<file path="src/sv/gmdc_pkg.sv">
// Shared types and constants of the grid maze carver.
package gmdc_pkg;

  localparam int MAX_ROWS = 16;
  localparam int MAX_COLS = 16;
  localparam int ROW_W = $clog2(MAX_ROWS);
  localparam int COL_W = $clog2(MAX_COLS);
  localparam int CELL_W = ROW_W + COL_W;
  localparam int CELLS = MAX_ROWS * MAX_COLS;
  localparam int VIS_DEPTH = 2 ** CELL_W;
  localparam int STK_IDX_W = $clog2(CELLS);
  localparam int CNT_W = $clog2(CELLS + 1);

  localparam int DIM_W = 5;
  localparam int COORD_W = 4;
  localparam int EPOCH_W = 8;
  localparam int RND_W = 16;

  localparam int CFG_IDX_W = 3;
  localparam int CFG_DATA_W = 5;
  localparam logic [CFG_IDX_W-1:0] CFG_ROW_COUNT = 3'd0;
  localparam logic [CFG_IDX_W-1:0] CFG_COL_COUNT = 3'd1;
  localparam logic [CFG_IDX_W-1:0] CFG_START_ROW = 3'd2;
  localparam logic [CFG_IDX_W-1:0] CFG_START_COL = 3'd3;

  localparam logic REQ_START = 1'b0;
  localparam logic REQ_STEP = 1'b1;

  typedef enum logic [1:0] {
    DIR_EAST  = 2'd0,
    DIR_WEST  = 2'd1,
    DIR_SOUTH = 2'd2,
    DIR_NORTH = 2'd3
  } dir_e;

  typedef struct packed {
    logic             req_type;
    logic [RND_W-1:0] random_word;
  } in_item_t;

  typedef struct packed {
    logic               carved;
    logic [COORD_W-1:0] from_row;
    logic [COORD_W-1:0] from_col;
    logic [COORD_W-1:0] to_row;
    logic [COORD_W-1:0] to_col;
    logic               finished;
  } out_item_t;

  typedef struct packed {
    logic [1:0] idx;
    dir_e       dir;
  } pick_t;

endpackage

</file>
<file path="src/sv/gmdc_picker.sv">
// Direction picker: random word modulo the remaining count, then list lookup.
module gmdc_picker (
  input  logic [gmdc_pkg::RND_W-1:0] random_word,
  input  logic [2:0]                 rem_count,
  input  gmdc_pkg::dir_e [3:0]       rem_dirs,
  output gmdc_pkg::pick_t            pick
);
  import gmdc_pkg::*;

  function automatic logic [1:0] mod3(input logic [RND_W-1:0] v);
    logic [4:0] s;
    logic [2:0] t;
    s = '0;
    for (int i = 0; i < RND_W / 2; i++) begin
      s = s + 5'(v[2*i +: 2]);
    end
    t = 3'(s[1:0]) + 3'(s[3:2]) + 3'(s[4]);
    if (t >= 3'd6) begin
      t = t - 3'd6;
    end else if (t >= 3'd3) begin
      t = t - 3'd3;
    end
    return t[1:0];
  endfunction

  logic [1:0] idx;

  always_comb begin
    case (rem_count)
      3'd2: idx = {1'b0, random_word[0]};
      3'd3: idx = mod3(random_word);
      3'd4: idx = random_word[1:0];
      default: idx = 2'd0;
    endcase
    pick.idx = idx;
    pick.dir = rem_dirs[idx];
  end

endmodule

</file>
<file path="config.mk">
export PLATFORM = sky130hd
export DESIGN_NAME = gmdc_picker
export DESIGN_NICKNAME = d
export VERILOG_FILES = /design/src/sv/gmdc_pkg.sv /design/src/sv/gmdc_picker.sv
export SDC_FILE = /design/constraint.sdc
export NUM_CORES = 1
export LEC_CHECK = 0
export ABC_AREA = 1
export BUFFER_PORTS_ARGS = -buffer_cell sky130_fd_sc_hd__clkbuf_2
export CORE_AREA = 5 5 42 44
export DETAILED_ROUTE_END_ITERATION = 6
export DIE_AREA = 0 0 47 49
export PLACE_DENSITY_LB_ADDON = 0.12
export SLEW_MARGIN = 20
export SYNTH_ARGS = -nofsm -noshare
export SYNTH_HDL_FRONTEND = slang
export SYNTH_SLANG_ARGS = --single-unit
</file>
<file path="constraint.sdc">
create_clock -name vclk -period 31.5
set_input_delay 9.45 -clock vclk [all_inputs]
set_output_delay 9.45 -clock vclk [all_outputs]
set_load 0.03 [all_outputs]
</file>
==> results of run 1 <==
## worst paths after layout
kind	startpoint	end	slack (ps)	cells past startpoint
hold / removal	rem_dirs[3]	pick[1]	19340	6
setup / recovery	random_word[1]	pick[0]	7590	23
## worst max-delay path, stage by stage
cell	delay [ps]
sky130_fd_sc_hd__clkbuf_2	90
sky130_fd_sc_hd__inv_1	50
sky130_fd_sc_hd__fa_1	500
sky130_fd_sc_hd__fa_1	510
sky130_fd_sc_hd__fa_1	540
sky130_fd_sc_hd__inv_1	50
sky130_fd_sc_hd__fa_1	450
sky130_fd_sc_hd__ha_1	240
sky130_fd_sc_hd__fa_1	490
sky130_fd_sc_hd__inv_1	60
sky130_fd_sc_hd__fa_1	380
sky130_fd_sc_hd__inv_1	70
sky130_fd_sc_hd__fa_1	450
sky130_fd_sc_hd__ha_1	240
sky130_fd_sc_hd__nor2_1	160
sky130_fd_sc_hd__nand2_1	70
sky130_fd_sc_hd__nand3_1	110
sky130_fd_sc_hd__nand3_4	110
sky130_fd_sc_hd__nand2_4	100
sky130_fd_sc_hd__nand2_1	50
sky130_fd_sc_hd__nand3_1	60
sky130_fd_sc_hd__nand2_1	60
sky130_fd_sc_hd__clkbuf_2	180
## logic make-up after synthesis
logic type	Yosys count	synth area share [%]
compound gates	6	5.19
simple gates	29	24.3
buf+inv	35	19.5
xor+xnor	1	1.30
fa+ha+maj	19	49.7
## per-layer routing
layer / routed length (um) / GRT usage, % / vias up
met1: 534 / 17.9 / 270
met2: 625 / 19.2 / 16
met3: 64 / 0.369 / 0
li1: - / - / 324
met5: 0 / 0 / -
met4: 0 / 0 / 0
## through the flow
stage | hold slack, ps | util (%) | cells | setup slack [ps] | area [sq um]
after global placement | 19330 | 60.6 | 137 | 7650 | 850
after detailed placement | 19340 | 60.6 | 137 | 7550 | 850
after CTS | 19340 | 60.6 | 137 | 7560 | 850
after floorplan | 19110 | - | 90 | 7820 | 674
final | 19340 | 60.6 | 137 | 7590 | 850
after global routing | 19380 | 60.6 | 137 | 7250 | 850
## final cells by class
cell class / count / area [sq um] / share of cell area, %
Inverter: 35 / 131 / 15.5
Multi-Input combinational cell: 55 / 543 / 63.9
Timing Repair Buffer: 31 / 155 / 18.3
Tap cell: 16 / 20.0 / 2.36
## cell usage in the layout, fill, tap and decap left out
cell type and instances:
sky130_fd_sc_hd__o21ai_1 1, sky130_fd_sc_hd__inv_2 2, sky130_fd_sc_hd__nand2_1 11, sky130_fd_sc_hd__o21ai_0 2
sky130_fd_sc_hd__nand3_4 1, sky130_fd_sc_hd__clkbuf_2 31, sky130_fd_sc_hd__nand4_1 1, sky130_fd_sc_hd__nand2_2 2
sky130_fd_sc_hd__a21oi_1 1, sky130_fd_sc_hd__nor2_1 1, sky130_fd_sc_hd__fa_1 13, sky130_fd_sc_hd__nand3_1 11
sky130_fd_sc_hd__xor2_1 1, sky130_fd_sc_hd__a21boi_0 1, sky130_fd_sc_hd__ha_1 6, sky130_fd_sc_hd__inv_1 33
sky130_fd_sc_hd__a21o_1 1, sky130_fd_sc_hd__nand2_4 1, sky130_fd_sc_hd__nor3_4 1
==> implementation parameters, run 1 <==
Parameter                              Value

STA
  Count of final setup violators ... 0
  Slew Limit Fails ... 0
  RSZ-0062 raised after global routing ... no
  Portion of the clock cycle consumed by the worst path in the final layout ... 75.9%
  Slew margin rel. ... 85.7%
  Final hold violations ... 0
  Worst Max-Slew Pin Slew ... 213 ps
  Final worst path period need ... 23,910 ps
  Highest clock rate ... 41.8 MHz
  Setup total negative slack ... 0 ps

Status
  Result of the run ... completed

Synthesis
  Library cell with the largest summed area after synthesis ... sky130_fd_sc_hd__fa_1
  Synthesized net count ... 136
  Leading post-synthesis cells by instance count ... sky130_fd_sc_hd__inv_1 (33), sky130_fd_sc_hd__fa_1 (13), sky130_fd_sc_hd__nand2_1 (11), sky130_fd_sc_hd__nand3_1 (11), sky130_fd_sc_hd__ha_1 (6)
  Post-synth cell types ... 18
  Number of warnings reported in the yosys synthesis log ... 0
  Mean area per synthesized cell ... 7.49 sq um
  Most area-consuming cells after synthesis ... sky130_fd_sc_hd__fa_1 (39%), sky130_fd_sc_hd__inv_1 (18%), sky130_fd_sc_hd__ha_1 (11%)
  Post-Synthesis Cells ... 90
  Portion of the post-synthesis area used by sequential elements ... 0%
  Area fraction of the dominant cell type after synthesis ... 38.6%
  Summed instance area of the synthesized netlist ... 674 sq um
  Most common cell in the synthesized netlist ... sky130_fd_sc_hd__inv_1

Clock network
  Post-CTS resize count ... 0
  Post-CTS setup repair buffer count ... 0
  Hold-fix buffers, CTS ... 0

Finish
  Sequential cell count of the final layout ... 0
  Antenna cells ... 0
  Clock buffers ... 0
  FF/Latch Area ... 0 sq um
  Fill cell count ... 136
  Fraction of final layout cells sized beyond drive strength 1 ... 31.4%
  Layout overhead on the synthesized area ... 26.0%
  Number of nets in the final layout ... 169

Setup path
  Startpoint type of the worst setup path ... input pin
  WS Path Type ... input pin to output pin
  Required time of the worst setup path ... 22,050 ps
  Nature of the critical path endpoint ... output pin
  Peak fanout along the critical path ... 5
  Data arrival, critical path ... 14,460 ps

Floorplanning
  Floorplan core area ... 1400 sq um
  Count of boundary I/O pins ... 31
  Die Footprint ... 2300 sq um
  Initial cell density of the core ... 48.1%
  Chip height ... 49 um
  Horizontal extent of the die ... 47 um
  Number of core rows ... 14

Detailed routing
  DRT Pass-1 Iters ... 4
  Via density ... 4.45
  Routed Wire Length ... 1.22 mm
  Routed wire length per instance ... 8.93 um
  Vias ... 610
  DRC violation count after routing ... 0
  Post-detailed-route count of antenna-violating nets ... 0
  First-iteration detailed-routing DRC count ... 8

Place
  Number of port buffers ... 31
  HPWL after DPL ... 1.21 mm
  Final estimated routing congestion in global placement ... 0.807

Run
  Max-Cap Viols ... 0

GRT
  GRT overflow ... 0
  Global-route wire length before repair ... 2.19 mm
  Pin count of the biggest net entering global routing ... 6
  Overall global routing resource usage ... 11.7%
  Initial antenna violation count ... 0
  Number of global-route vias before repair ... 564

Min path
  Worst Hold Class ... input pin to output pin
Power of run 1 is not shown: default switching activity piles up to over one toggle a cycle in this logic, so the estimate is an artifact.
==> inputs of run 2 (changes only) <==
--- a/config.mk
+++ b/config.mk
@@ -7,9 +7,9 @@
 export LEC_CHECK = 0
 export ABC_AREA = 1
 export BUFFER_PORTS_ARGS = -buffer_cell sky130_fd_sc_hd__clkbuf_2
-export CORE_AREA = 5 5 42 44
+export CORE_MARGIN = 5
+export CORE_UTILIZATION = 50
 export DETAILED_ROUTE_END_ITERATION = 6
-export DIE_AREA = 0 0 47 49
 export PLACE_DENSITY_LB_ADDON = 0.12
 export SLEW_MARGIN = 20
 export SYNTH_ARGS = -nofsm -noshare
==> constraint.sdc (replaced) <==
create_clock -name vclk -period 22.4
set_input_delay 6.72 -clock vclk [all_inputs]
set_output_delay 6.72 -clock vclk [all_outputs]
set_load 0.03 [all_outputs]
==> implementation parameters, run 2 (same netlist as run 1, synthesis figures left out) <==
Parameter                              Value

Finish
  Final core occ ... 66.0% (was 60.6%)
  Fraction of final layout cells sized beyond drive strength 1 ... 31.4% (unchanged)
  Layout overhead on the synthesized area ... 25.8% (was 26.0%)
  Fill cell count ... 127 (was 136)
  Most frequent cells in the layout ... sky130_fd_sc_hd__inv_1 (33), sky130_fd_sc_hd__clkbuf_2 (31), sky130_fd_sc_hd__fa_1 (13) (unchanged)
  FF/Latch Area ... 0 sq um (unchanged)
  Count of placed standard cells in the final layout, fillers left out ... 136 (was 137)
  Number of nets in the final layout ... 169 (unchanged)
  Sequential cell count of the final layout ... 0 (unchanged)
  Most frequent standard cell in the layout excluding fill and tap cells ... sky130_fd_sc_hd__inv_1 (unchanged)
  Clock buffers ... 0 (unchanged)
  Antenna cells ... 0 (unchanged)

STA
  Count of final setup violators ... 0 (unchanged)
  Setup total negative slack ... 0 ps (unchanged)
  Final hold violations ... 0 (unchanged)
  Worst hold slack across all endpoints ... 13,870 ps (was 19,340 ps)
  Slew Limit Fails ... 0 (unchanged)
  Slew margin rel. ... 87.0% (was 85.7%)
  Highest clock rate ... 54.1 MHz
  Worst Max-Slew Pin Slew ... 194 ps (was 213 ps)
  Final worst path period need ... 18,480 ps
  RSZ-0062 raised after global routing ... no (unchanged)
  Portion of the clock cycle consumed by the worst path in the final layout ... 82.5%

Setup path
  Startpoint type of the worst setup path ... input pin (unchanged)
  Peak fanout along the critical path ... 5 (unchanged)
  Nature of the critical path endpoint ... output pin (unchanged)
  Required time of the worst setup path ... 15,680 ps (was 22,050 ps)
  Data arrival, critical path ... 11,760 ps (was 14,460 ps)
  WS Path Type ... input pin to output pin (unchanged)

Detailed routing
  Post-detailed-route count of antenna-violating nets ... 0 (unchanged)
  First-iteration detailed-routing DRC count ... 9 (was 8)
  DRT Pass-1 Iters ... 4 (unchanged)
  DRC violation count after routing ... 0 (unchanged)
  Routed Wire Length ... 1.21 mm (was 1.22 mm)
  Via density ... 4.43 (was 4.45)
  Routed wire length per instance ... 8.91 um (was 8.93 um)
  Vias ... 603 (was 610)

Place
  Final estimated routing congestion in global placement ... 0.696 (was 0.807)
  Number of port buffers ... 31 (unchanged)
  Number of instances in the placed design ... 136 (was 137)
  HPWL after DPL ... 1.19 mm (was 1.21 mm)

Status
  Result of the run ... completed (unchanged)

GRT
  Number of global-route vias before repair ... 574 (was 564)
  GRT overflow ... 0 (unchanged)
  Initial antenna violation count ... 0 (unchanged)
  Pin count of the biggest net entering global routing ... 6 (unchanged)
  Global-route wire length before repair ... 2.24 mm (was 2.19 mm)
  Overall global routing resource usage ... 13.4% (was 11.7%)

Floorplanning
  Horizontal extent of the die ... 46.7 um (was 47 um)
  Number of core rows ... 13 (was 14)
  Count of boundary I/O pins ... 31 (unchanged)
  Chip height ... 46.7 um (was 49 um)
  Floorplan core area ... 1280 sq um (was 1400 sq um)
  Initial cell density of the core ... 52.5% (was 48.1%)
  Die Footprint ... 2180 sq um (was 2300 sq um)

Run
  Max-Cap Viols ... 0 (unchanged)

Min path
  Worst Hold Class ... input pin to output pin (unchanged)

Clock network
  Hold-fix buffers, CTS ... 0 (unchanged)
  Post-CTS resize count ... 0 (unchanged)
  Post-CTS setup repair buffer count ... 0 (unchanged)
-- run 2: cell counts in the layout (fill, tap and decap cells not counted) --
No cell type changed its count.
-- run 2: worst paths after layout --
kind,start,endpoint,slack (ps),cells past startpoint
worst max-delay path,random_word[1],pick[0],3920,23
worst min-delay path,rem_dirs[6],pick[0],13870,6
-- run 2: layout make-up --
type / instances / area [sq um] / area share, %
repair buffers: 31 / 155 / 18.3
inverters: 35 / 131 / 15.5
multi-input cells: 55 / 543 / 64.0
well taps: 15 / 18.8 / 2.21
-- run 2: critical path: stages --
cell,delay (ps)
sky130_fd_sc_hd__clkbuf_2,90
sky130_fd_sc_hd__inv_1,50
sky130_fd_sc_hd__fa_1,510
sky130_fd_sc_hd__fa_1,520
sky130_fd_sc_hd__fa_1,550
sky130_fd_sc_hd__inv_1,50
sky130_fd_sc_hd__fa_1,450
sky130_fd_sc_hd__ha_1,240
sky130_fd_sc_hd__fa_1,490
sky130_fd_sc_hd__inv_1,50
sky130_fd_sc_hd__fa_1,370
sky130_fd_sc_hd__inv_1,70
sky130_fd_sc_hd__fa_1,440
sky130_fd_sc_hd__ha_1,230
sky130_fd_sc_hd__nor2_1,160
sky130_fd_sc_hd__nand2_1,70
sky130_fd_sc_hd__nand3_1,120
sky130_fd_sc_hd__nand3_4,120
sky130_fd_sc_hd__nand2_4,100
sky130_fd_sc_hd__nand2_1,50
sky130_fd_sc_hd__nand3_1,70
sky130_fd_sc_hd__nand2_1,50
sky130_fd_sc_hd__clkbuf_2,180
-- run 2: metal layers --
metal	GRT usage [%]	share of wire (%)
met3	0.391	4.6
met2	25.0	51
met5	0	0
met1	18.3	44
met4	0	0
-- run 2: per-stage QoR --
stage / cell area (sq um) / setup slack, ps
6_report: 848 / 3920
5_1_grt: 848 / 3630
4_1_cts: 848 / 3890
3_5_place_dp: 848 / 3900
3_3_place_gp: 848 / 3990
2_1_floorplan: 674 / 4180
Power of run 2 is left out for the same reason.
==> inputs of run 3 (changes only) <==
==> constraint.sdc (replaced) <==
create_clock -name vclk -period 18.51
set_input_delay 5.553 -clock vclk [all_inputs]
set_output_delay 5.553 -clock vclk [all_outputs]
set_load 0.03 [all_outputs]
==> implementation parameters, run 3 (same netlist as run 1, synthesis figures left out) <==
Parameter                              Value

Detailed routing
  Via density ... 4.45 (was 4.43)
  Routed wire length per instance ... 9.44 um (was 8.91 um)
  Post-detailed-route count of antenna-violating nets ... 0 (unchanged)
  DRC violation count after routing ... 0 (unchanged)
  Vias ... 605 (was 603)
  Routed Wire Length ... 1.28 mm (was 1.21 mm)
  DRT Pass-1 Iters ... 4 (unchanged)
  First-iteration detailed-routing DRC count ... 2 (was 9)

Min path
  Worst Hold Class ... input pin to output pin (unchanged)
  Cell count of the worst hold path ... 6 (unchanged)

Setup path
  Peak per-stage delay on the critical path ... 540 ps (was 550 ps)
  Worst-path cell with the longest stage delay ... sky130_fd_sc_hd__fa_1 (unchanged)
  Critical path startpoint ... random_word[1] (unchanged)
  WS Path Type ... input pin to output pin (unchanged)
  Peak fanout along the critical path ... 5 (unchanged)
  Sequence of cells on the critical path ... clkbuf_2 -> inv_1 -> fa_1 -> fa_1 -> fa_1 -> inv_1 -> fa_1 -> ha_1 -> fa_1 -> inv_1 -> fa_1 -> inv_1 -> fa_1 -> ha_1 -> nor2_1 -> nand2_1 -> nand3_1 -> nand3_4 -> nand2_4 -> nand2_1 -> nand3_1 -> nand2_1 -> clkbuf_2 (unchanged)
  Startpoint type of the worst setup path ... input pin (unchanged)
  Nature of the critical path endpoint ... output pin (unchanged)
  Timing endpoint of the critical path ... pick[1] (was pick[0])
  Data arrival, critical path ... 10,590 ps (was 11,760 ps)
  Required time of the worst setup path ... 12,960 ps (was 15,680 ps)
  Most frequent cell on the critical path ... sky130_fd_sc_hd__fa_1 (unchanged)

Place
  Final estimated routing congestion in global placement ... 0.676 (was 0.696)
  Number of port buffers ... 31 (unchanged)
  HPWL after DPL ... 1.27 mm (was 1.19 mm)

Finish
  Sequential cell count of the final layout ... 0 (unchanged)
  Most frequent cells in the layout ... sky130_fd_sc_hd__inv_1 (33), sky130_fd_sc_hd__clkbuf_2 (31), sky130_fd_sc_hd__fa_1 (13) (unchanged)
  Antenna cells ... 0 (unchanged)
  Number of nets in the final layout ... 169 (unchanged)
  Most frequent standard cell in the layout excluding fill and tap cells ... sky130_fd_sc_hd__inv_1 (unchanged)
  Clock buffers ... 0 (unchanged)
  Fraction of final layout cells sized beyond drive strength 1 ... 31.4% (unchanged)
  FF/Latch Area ... 0 sq um (unchanged)
  Layout overhead on the synthesized area ... 25.8% (unchanged)

Clock network
  Post-CTS setup repair buffer count ... 0 (unchanged)
  Post-CTS resize count ... 0 (unchanged)
  Hold-fix buffers, CTS ... 0 (unchanged)

STA
  Slew Limit Fails ... 0 (unchanged)
  Slew margin rel. ... 86.9% (was 87.0%)
  RSZ-0062 raised after global routing ... no (unchanged)
  Worst Max-Slew Pin Slew ... 196 ps (was 194 ps)
  Count of final setup violators ... 0 (unchanged)
  Final worst path period need ... 16,140 ps
  Highest clock rate ... 61.9 MHz
  Setup total negative slack ... 0 ps (unchanged)
  Final hold violations ... 0 (unchanged)
  Portion of the clock cycle consumed by the worst path in the final layout ... 87.2%

GRT
  Pin count of the biggest net entering global routing ... 6 (unchanged)
  Number of global-route vias before repair ... 600 (was 574)
  Global-route wire length before repair ... 2.42 mm (was 2.24 mm)
  Initial antenna violation count ... 0 (unchanged)
  GRT overflow ... 0 (unchanged)
  Overall global routing resource usage ... 14.8% (was 13.4%)

Floorplanning
  Die Footprint ... 2180 sq um (unchanged)
  Horizontal extent of the die ... 46.7 um (unchanged)
  Chip height ... 46.7 um (unchanged)
  Number of core rows ... 13 (unchanged)
  Floorplan core area ... 1280 sq um (unchanged)
  Count of boundary I/O pins ... 31 (unchanged)
  Initial cell density of the core ... 52.5% (unchanged)

Status
  Result of the run ... completed (unchanged)

Run
  Max-Cap Viols ... 0 (unchanged)
==> run 3: cell type report <==
type	count	area, sq um
Multi-Input combinational cell	55	543
Tap cell	15	18.8
Inverter	35	131
Timing Repair Buffer	31	155
Fill cell	134	437
==> run 3: routing by layer <==
| metal | part of all wire [%] | global-route usage [%] |
|---|---|---|
| met2 | 53 | 27.5 |
| met3 | 5.2 | 0.781 |
| met4 | 0 | 0 |
| met5 | 0 | 0 |
| met1 | 42 | 20.3 |
==> run 3: how the worst min path moves through the flow <==
stage / from / to / slack, ps
after global routing: rem_dirs[7] / pick[1] / 11580
after floorplan: random_word[0] / pick[2] / 11310
final: rem_dirs[7] / pick[1] / 11550
after global placement: rem_dirs[7] / pick[1] / 11540
after CTS: rem_dirs[3] / pick[1] / 11550
after detailed placement: rem_dirs[3] / pick[1] / 11550
==> run 3: critical path: cells and delay by family <==
| kind | cells | cell delay (ps) |
|---|---|---|
| fa+ha+maj | 9 | 3780 |
| buf+inv | 6 | 480 |
| simple gates | 8 | 740 |
==> run 3: stage by stage <==
stage | util, % | hold WS (ps) | setup WS, ps | std cells | area [sq um]
6_report | 66.0 | 11550 | 2370 | 136 | 848
3_5_place_dp | 66.0 | 11550 | 2360 | 136 | 848
4_1_cts | 66.0 | 11550 | 2350 | 136 | 848
3_3_place_gp | 66.0 | 11540 | 2430 | 136 | 848
2_1_floorplan | - | 11310 | 2620 | 90 | 674
5_1_grt | 66.0 | 11580 | 2080 | 136 | 848
Power of run 3 is left out for the same reason.
